## src/sv/rpbm_pkg.sv

```systemverilog
package rpbm_pkg;

  // Default geometry of the block.
  localparam int RPBM_MEM_BYTES   = 65536;
  localparam int RPBM_MAX_REGIONS = 8;

  // Widths of the stream words.
  localparam int CMD_W      = 3;
  localparam int IN_DATA_W  = 104;
  localparam int OUT_DATA_W = 32;

  // Command codes carried in the slave-side tuser.
  localparam logic [CMD_W-1:0] CMD_LOAD  = 3'd0;
  localparam logic [CMD_W-1:0] CMD_STORE = 3'd1;
  localparam logic [CMD_W-1:0] CMD_MAP   = 3'd2;
  localparam logic [CMD_W-1:0] CMD_UNMAP = 3'd3;
  localparam logic [CMD_W-1:0] CMD_CLEAR = 3'd4;

  // Commands from the controller to the datapath.
  typedef struct packed {
    logic take;      // capture the input word
    logic chk;       // register the bounds, region and map checks
    logic tbl_upd;   // apply a map, unmap or clear to the region table
    logic cnt_clr;   // zero the byte counter
    logic cnt_inc;   // step the byte counter
    logic mem_we;    // write the current store byte
    logic rd_cap;    // capture the byte read in the previous cycle
    logic wipe;      // write zero at the wipe counter
    logic res_load;  // load the result into the output register
  } rpbm_ctl_t;

  // Status from the datapath to the controller.
  typedef struct packed {
    logic [CMD_W-1:0] cmd;
    logic             allowed;
    logic             last_byte;
    logic             wipe_last;
    logic             res_free;
  } rpbm_sts_t;

endpackage

```

## src/sv/rpbm_controller.sv

```systemverilog
module rpbm_controller (
  input  logic               clk,
  input  logic               rst,
  input  logic               s_axis_tvalid,
  output logic               s_axis_tready,
  input  rpbm_pkg::rpbm_sts_t sts,
  output rpbm_pkg::rpbm_ctl_t ctl
);

  import rpbm_pkg::*;

  localparam logic [2:0] ST_WIPE     = 3'd0;
  localparam logic [2:0] ST_IDLE     = 3'd1;
  localparam logic [2:0] ST_CHECK    = 3'd2;
  localparam logic [2:0] ST_DISPATCH = 3'd3;
  localparam logic [2:0] ST_LD_REQ   = 3'd4;
  localparam logic [2:0] ST_LD_CAP   = 3'd5;
  localparam logic [2:0] ST_STORE    = 3'd6;
  localparam logic [2:0] ST_RESULT   = 3'd7;

  logic [2:0] state;
  logic [2:0] state_next;

  always_ff @(posedge clk) begin
    if (rst) begin
      state <= ST_WIPE;
    end else begin
      state <= state_next;
    end
  end

  always_comb begin
    state_next    = state;
    ctl           = '0;
    s_axis_tready = 1'b0;
    case (state)
      ST_WIPE: begin
        ctl.wipe = 1'b1;
        if (sts.wipe_last) begin
          state_next = ST_IDLE;
        end
      end
      ST_IDLE: begin
        s_axis_tready = 1'b1;
        if (s_axis_tvalid) begin
          ctl.take   = 1'b1;
          state_next = ST_CHECK;
        end
      end
      ST_CHECK: begin
        ctl.chk    = 1'b1;
        state_next = ST_DISPATCH;
      end
      ST_DISPATCH: begin
        ctl.cnt_clr = 1'b1;
        state_next  = ST_RESULT;
        case (sts.cmd)
          CMD_LOAD: begin
            if (sts.allowed) begin
              state_next = ST_LD_REQ;
            end
          end
          CMD_STORE: begin
            if (sts.allowed) begin
              state_next = ST_STORE;
            end
          end
          CMD_MAP, CMD_UNMAP, CMD_CLEAR: begin
            ctl.tbl_upd = 1'b1;
          end
          default: begin
          end
        endcase
      end
      ST_LD_REQ: begin
        state_next = ST_LD_CAP;
      end
      ST_LD_CAP: begin
        ctl.rd_cap = 1'b1;
        if (sts.last_byte) begin
          state_next = ST_RESULT;
        end else begin
          ctl.cnt_inc = 1'b1;
          state_next  = ST_LD_REQ;
        end
      end
      ST_STORE: begin
        ctl.mem_we = 1'b1;
        if (sts.last_byte) begin
          state_next = ST_RESULT;
        end else begin
          ctl.cnt_inc = 1'b1;
        end
      end
      ST_RESULT: begin
        if (sts.res_free) begin
          ctl.res_load = 1'b1;
          state_next   = ST_IDLE;
        end
      end
      default: begin
        state_next = ST_IDLE;
      end
    endcase
  end

endmodule

```

## config.mk

```make
export PLATFORM = sky130hd
export DESIGN_NAME = rpbm_controller
export DESIGN_NICKNAME = d
export VERILOG_FILES = /design/src/sv/rpbm_pkg.sv /design/src/sv/rpbm_controller.sv
export SDC_FILE = /design/constraint.sdc
export NUM_CORES = 1
export LEC_CHECK = 0
export ABC_AREA = 1
export BUFFER_PORTS_ARGS = -buffer_cell sky130_fd_sc_hd__buf_4
export CORE_AREA = 2 2 39 41
export DETAILED_ROUTE_END_ITERATION = 16
export DIE_AREA = 0 0 41 43
export PLACE_DENSITY = 0.65
export SLEW_MARGIN = 15
export SYNTH_ARGS = -nofsm -noshare
export SYNTH_HDL_FRONTEND = slang
export SYNTH_SLANG_ARGS = --single-unit
```

## constraint.sdc

```tcl
create_clock -name clk -period 1.25 [get_ports clk]
set_clock_uncertainty 0.15 [all_clocks]
set_input_delay 0.0625 -clock clk [delete_from_list [all_inputs] [get_ports clk]]
set_output_delay 0.0625 -clock clk [all_outputs]
set_load 0.05 [all_outputs]
```

# After elaboration in Yosys (flattened, before gate mapping)
# Cells that the tools add are included.
# word_totals
register_bits	3
in_bits	10
output_inout_bits	10
wordCells	43
# op_classes
n_eq_ne	15
n_mux	22
n_reduce_logical	5
# ops
op	n
$pmux W3 S8	1
$eq A3 B3 Y1 const B	5
$mux W1	13
$eq A3 B2 Y1 const B	4
$mux W3	4
$ne A2 B2 Y1 const B	4
$eq A3 B1 Y1 const B	2
$logic_not A3 Y1	2
$mux W2	3
$pmux W3 S2	1
$reduce_and A4 Y1	1
$reduce_or A3 Y1	1
$reduce_or A2 Y1	1

# Logic depth before layout (Yosys ltp)
# Gate-level depths: netlist of the first run.
# depth
depth_word	4
ltp_mapped	8

# Worst setup path before layout of the first run
# No wires, ideal clock.
# synth_timing
kind	reg2out
startpoint	register state[1]
endpoint	output ctl[6] in the netlist's numbering
arrival_time_ps	1690
setup_slack_ps	-652
stages_incl_launch_ff	4
cell_sequence	dfxtp_1 -> nand2_1 -> nor2_1 -> and3_2
# synth_rtl
element	line	rtl
start: declaration	rpbm_controller.sv:21	logic [2:0] state;
start signal: assignment	rpbm_controller.sv:28	state <= state_next;
end: declaration	rpbm_controller.sv:7	output rpbm_pkg::rpbm_ctl_t ctl

==> out/metrics.csv, run 1 <==
metric,value,unit
status,finished with violations,
failing checks,negative setup slack,
Placer Congestion,0.842,
Worst setup SP type,flop,
Comb pwr share,0.572,
dpl hpwl,792,µm
Final WS setup,-126,ps
fin crit period,1380,ps
initial core utilization,0.248,
critical path cell sequence,buf_6 -> nor2_4 -> and3_4 -> buf_8,
CP max-delay cell,dfxtp_2,
sw frac,0.468,
Max Slew Vio Count,0,
Via-to-Cell Ratio,4.39,
CP max FO,7,
type of the worst min-delay path,primary input to flop,
Std-Cell Rows,14,
cell count after synthesis,66,
Hold Fails Final Rpt,0,
CTS tree,done,
Die Y,43,µm
buffer depth of the longest clock path,2,
Worst setup startpoint,state[2],
PortBufs,19,
H-tree levels,1,
Power Total,0.762,mW
static leakage,0.388,nW
DR vias,483,
final cell count without fillers,110,
wire per inst,9.26,µm
vias in the first global route,437,
final WL,1020,µm
Final Core Density,0.497,
clock slew at reported path FFs,40,ps
post-synthesis register bit count,3,
Pre-antenna DRT Iters,3,
placed insts,104,
Slew headroom,0.893,
cell taking the most area after synthesis,nand2_1,
synthesized area,343,µm²
fmax,727,MHz
"commonest non-fill, non-tap cell in the layout",nand2_1,
Inserted Diodes,0,
Largest regs,state x3,
Die Area,1760,µm²
top-area cell type share of the netlist area,0.186,
hold_sp,sts[0],
syn_area_per_cell,5.19,µm²
Largest Register,state,
Filler cells,147,
grt total ovfl,0,
final worst-path cycle share,1.10,
Clk pwr share,0.222,
initial antenna violation count,0,
most frequent cells in the layout,"nand2_1, inv_1, buf_4",
Psw,0.357,mW
syn_nets,76,
kind of critical path,flop to output port,
CTS sink cnt,3,
RSZ-0062 raised after global routing,true,
Synth area leaders,"nand2_1, dfxtp_1, inv_1",
crit end category,output port,
share of layout cells above drive strength 1,0.489,
synth-to-layout area growth,101,%
Ys Warns,0,
initial DRC count,8,
# DRC,0,
crit path DAT,1160,ps
setup TNS,-654,ps
crit-path max cell delay,340,ps
R2R setup slack,-30,ps
Netlist cell types,13,
clk_lat worst skew,230,ps
Worst Max-Slew Pin Slew,159,ps
Top Family by Delay on Critical Path,flip-flops,
"Seq/Total Area, Yosys",0.175,
clock root cell,clkbuf_4,
# setup viols final,12,
largest net degree at the start of global routing,8,
Core Region,1380,µm²
Buf/Inv on CP,2,
R2R Path Start,state[2],
GRT Util Overall,0.134,
power density cells,1110,nW/µm²
Max-Cap Viols,0,
Die X-Extent,41,µm
sequential power share,0.206,
max reg flops,3,
"Data required, critical path",1040,ps
first-pass GRT wire length,1650,µm
Peak VDD IR,0.690,mV
Num CTS Buffers,3,
Detail Route Antenna Nets,0,
IO Count,20,
internal power,0.405,mW
# nets final,105,
## area by class of cell
class                      count  area (µm²)  share of cell area
clock buffer                   4        26.3              0.0382
inverter                      17        68.8               0.100
multi-input combinational     45         265               0.385
sequential                     3        68.8               0.100
tap                           16        20.0              0.0291
timing repair buffer          25         239               0.347
## path summary, 6_finish.rpt
path / endpoint / cells after the start
worst max-delay path: ctl[6] / 4
worst min-delay path: state[2] / 4
worst max register to register: state[0] / 7
worst min register to register: state[2] / 2
## logic make-up (layout without fill, tap and decap cells)
logic type / after synthesis / count (layout) / share of synthesized area
buf+inv: 18 / 46 / 0.226
simple gates: 38 / 38 / 0.496
compound gates: 7 / 7 / 0.102
flops: 3 / 3 / 0.175
## power groups by stage
stage          clock, mW  sequential (mW)  combinational (mW)
6_report           0.169            0.157               0.436
5_1_grt            0.181            0.158               0.478
4_1_cts            0.176            0.153               0.418
3_5_place_dp           0            0.148               0.391
3_3_place_gp           0            0.149               0.388
2_1_floorplan          0            0.142               0.282
## synth_stat cells (all sizes together)
master   n
dfxtp    3
nand2   17
clkbuf   1
nor2    10
a21oi    3
nand3b   1
o21ai    4
nand4    3
and3     1
nand3    6
inv     17
## metal layers
| metal | vias up | GRT usage | routed length [µm] |
|---|---|---|---|
| li1 | 258 | - | - |
| met1 | 211 | 0.163 | 417 |
| met2 | 14 | 0.222 | 552 |
| met3 | 0 | 0.0314 | 49 |
| met4 | 0 | 0.0400 | 0 |
| met5 | - | 0 | 0 |
## worst register-to-register path: cells and delay by family, from the launching register on
kind / cells / cell delay [ps]
simple gates: 6 / 540
buf+inv: 1 / 140
flops: 1 / 340
## through the flow
step                hold WS (ps)  instance area (µm²)  setup WS, ps
global route                 111                  688          -168
CTS                         45.4                  661          -113
floorplan                  -28.1                  390         -33.0
detailed placement          74.8                  569         -62.9
finish                      52.8                  688          -126
global placement            78.4                  569         -9.70
## what timing repair did
item,in CTS,in global routing
setup buffers,1,1
hold buffers,1,0
endpoints found under the setup margin,12,13
pin swaps,2,3
gates resized for setup,17,7
hold endpoints to repair,3,0
Power figures use the tool's default switching activity.
==> run 2, diff against run 1 <==
--- a/config.mk
+++ b/config.mk
@@ -10,7 +10,7 @@
 export CORE_AREA = 2 2 39 41
 export DETAILED_ROUTE_END_ITERATION = 16
 export DIE_AREA = 0 0 41 43
-export PLACE_DENSITY = 0.65
+export PLACE_DENSITY = 0.63
 export SLEW_MARGIN = 15
 export SYNTH_ARGS = -nofsm -noshare
 export SYNTH_HDL_FRONTEND = slang
==> constraint.sdc (replaced) <==
create_clock -name clk -period 1.6 [get_ports clk]
set_clock_uncertainty 0.15 [all_clocks]
set_input_delay 0.08 -clock clk [delete_from_list [all_inputs] [get_ports clk]]
set_output_delay 0.08 -clock clk [all_outputs]
set_load 0.05 [all_outputs]
==> run 2 against run 1 <==
The run now ends clean. Final cell count shrank 3.6%. Count of clock-buffer cells in the layout is the same. Worst hold slack gained 26 ps. Via count shrank 6.2%. First-iteration DRC count is the same. Sequential power shrank 31%. Combinational power shrank 34%. Design area shrank 20%. Critical path depth is the same. Wire length shrank 17%. Register-to-register slack gained 220 ps.
==> out/metrics.csv, run 2 (same netlist as run 1, synthesis figures left out) <==
metric,value,unit,change
status,completed,,
power density cells,951,nW/µm²,-14%
internal power,0.280,mW,-31%
pre-CTS setup slack,213,ps,+276 ps
Filler cells,159,,+8.2%
wire per inst,7.99,µm,-14%
initial antenna violation count,0,,unchanged
initial DRC count,8,,unchanged
storage element area,62.6,µm²,-9.1%
Max Slew Vio Count,0,,unchanged
type of the worst min-delay path,primary input to flop,,
clock slew at reported path FFs,40,ps,about the same
Detail Route Antenna Nets,0,,unchanged
static leakage,0.347,nW,-11%
"commonest non-fill, non-tap cell in the layout",buf_4,,
Worst setup SP type,flop,,
Std-Cell Rows,14,,unchanged
# setup viols final,0,,-12
Die Y,43,µm,unchanged
Multi-input gate area,216,µm²,-18%
fmax,657,MHz,
IO Count,20,,unchanged
CP max FO,8,,+1
Final Core Density,0.397,,-0.100
final WL,847,µm,-17%
Clk pwr share,0.247,,+0.025
initial core utilization,0.248,,unchanged
Via-to-Cell Ratio,4.27,,-2.7%
Largest regs,state x3,,
Min Hold Slack,78.7,ps,+25.8 ps
share of layout cells above drive strength 1,0.344,,-0.145
kind of critical path,flop to output port,,
Slew headroom,0.816,,-0.0772
Inserted Diodes,0,,unchanged
crit path DAT,1290,ps,+130 ps
Die X-Extent,41,µm,unchanged
largest net degree at the start of global routing,9,,+1
PortBufs,19,,unchanged
# nets final,101,,-3.8%
clock root cell,clkbuf_4,,
fin crit period,1520,ps,
GRT Util Overall,0.111,,-0.0230
Largest Register,state,,
most frequent cells in the layout,"buf_4, nand2_1, inv_1",,
max reg flops,3,,unchanged
grt total ovfl,0,,unchanged
Placer Congestion,0.874,,+3.8%
Worst Max-Slew Pin Slew,276,ps,+117 ps
synth-to-layout area growth,60.2,%,
final worst-path cycle share,0.951,,
dpl hpwl,717,µm,-9.5%
Psw,0.242,mW,-32%
Core Region,1380,µm²,unchanged
H-tree levels,1,,unchanged
Max-Cap Viols,0,,unchanged
Power Total,0.522,mW,-31%
crit end category,output port,,
CTS sink cnt,3,,unchanged
# DRC,0,,unchanged
vias in the first global route,386,,-12%
Hold Fails Final Rpt,0,,unchanged
Pre-antenna DRT Iters,4,,+1
RSZ-0062 raised after global routing,false,,
CTS tree,done,,
setup TNS,0,ps,+654 ps
buffer depth of the longest clock path,2,,unchanged
Post-CTS Setup Bufs,0,,-1
first-pass GRT wire length,1390,µm,-16%
Final WS setup,77.7,ps,+203 ps
Num CTS Buffers,3,,unchanged
Die Area,1760,µm²,unchanged
sw frac,0.464,,-0.00440
sequential power share,0.206,,about the same
Comb pwr share,0.547,,-0.025
"Data required, critical path",1370,ps,+330 ps
clk_lat worst skew,230,ps,about the same
Peak VDD IR,0.384,mV,-44%
DR vias,453,,-6.2%
run 2: cell type report:
| class | instances | share of cell area |
|---|---|---|
| clock buffers | 4 | 0.0478 |
| inverters | 17 | 0.116 |
| multi-input cells | 45 | 0.394 |
| flip-flops and latches | 3 | 0.114 |
| well taps | 16 | 0.0364 |
| repair buffers | 21 | 0.292 |
run 2: path summary, 6_finish.rpt:
check | from | end | slack (ps) | cells past startpoint
worst max-delay path | state[2] | ctl[6] | 80 | 4
worst min-delay path | sts[0] | state[2] | 80 | 4
worst max register to register | state[2] | state[0] | 190 | 7
worst min register to register | state[2] | state[1] | 440 | 2
run 2: routing by layer:
layer | global-route usage | wire length [µm] | up-vias
met5 | 0 | 0 | -
met4 | 0.0400 | 0 | 0
met3 | 0.0314 | 80 | 0
met2 | 0.172 | 403 | 18
met1 | 0.141 | 363 | 185
li1 | - | - | 250
run 2: repair_timing:
| action | in CTS | in global routing |
|---|---|---|
| endpoints found under the hold margin | 3 | 0 |
| resized for setup | 0 | 2 |
| endpoints found under the setup margin | 0 | 2 |
| hold buffers | 1 | 0 |
run 2: power by group through the flow:
stage | clock network (mW) | logic, mW | registers, mW
final | 0.129 | 0.286 | 0.108
after global placement | 0 | 0.283 | 0.106
after global routing | 0.139 | 0.312 | 0.110
after CTS | 0.132 | 0.287 | 0.105
after floorplan | 0 | 0.211 | 0.101
after detailed placement | 0 | 0.284 | 0.107
run 2: through the flow:
stage / instance area, µm² / instances
2_1_floorplan: 354 / 66
3_3_place_gp: 510 / 101
5_1_grt: 549 / 106
4_1_cts: 547 / 106
6_report: 549 / 106
3_5_place_dp: 510 / 101
run 2: worst max-delay path: stages, from the launching register on:
cell and delay, ps:
dfxtp_1 470, buf_4 190, nor2_4 40, and3_2 180
buf_4 180
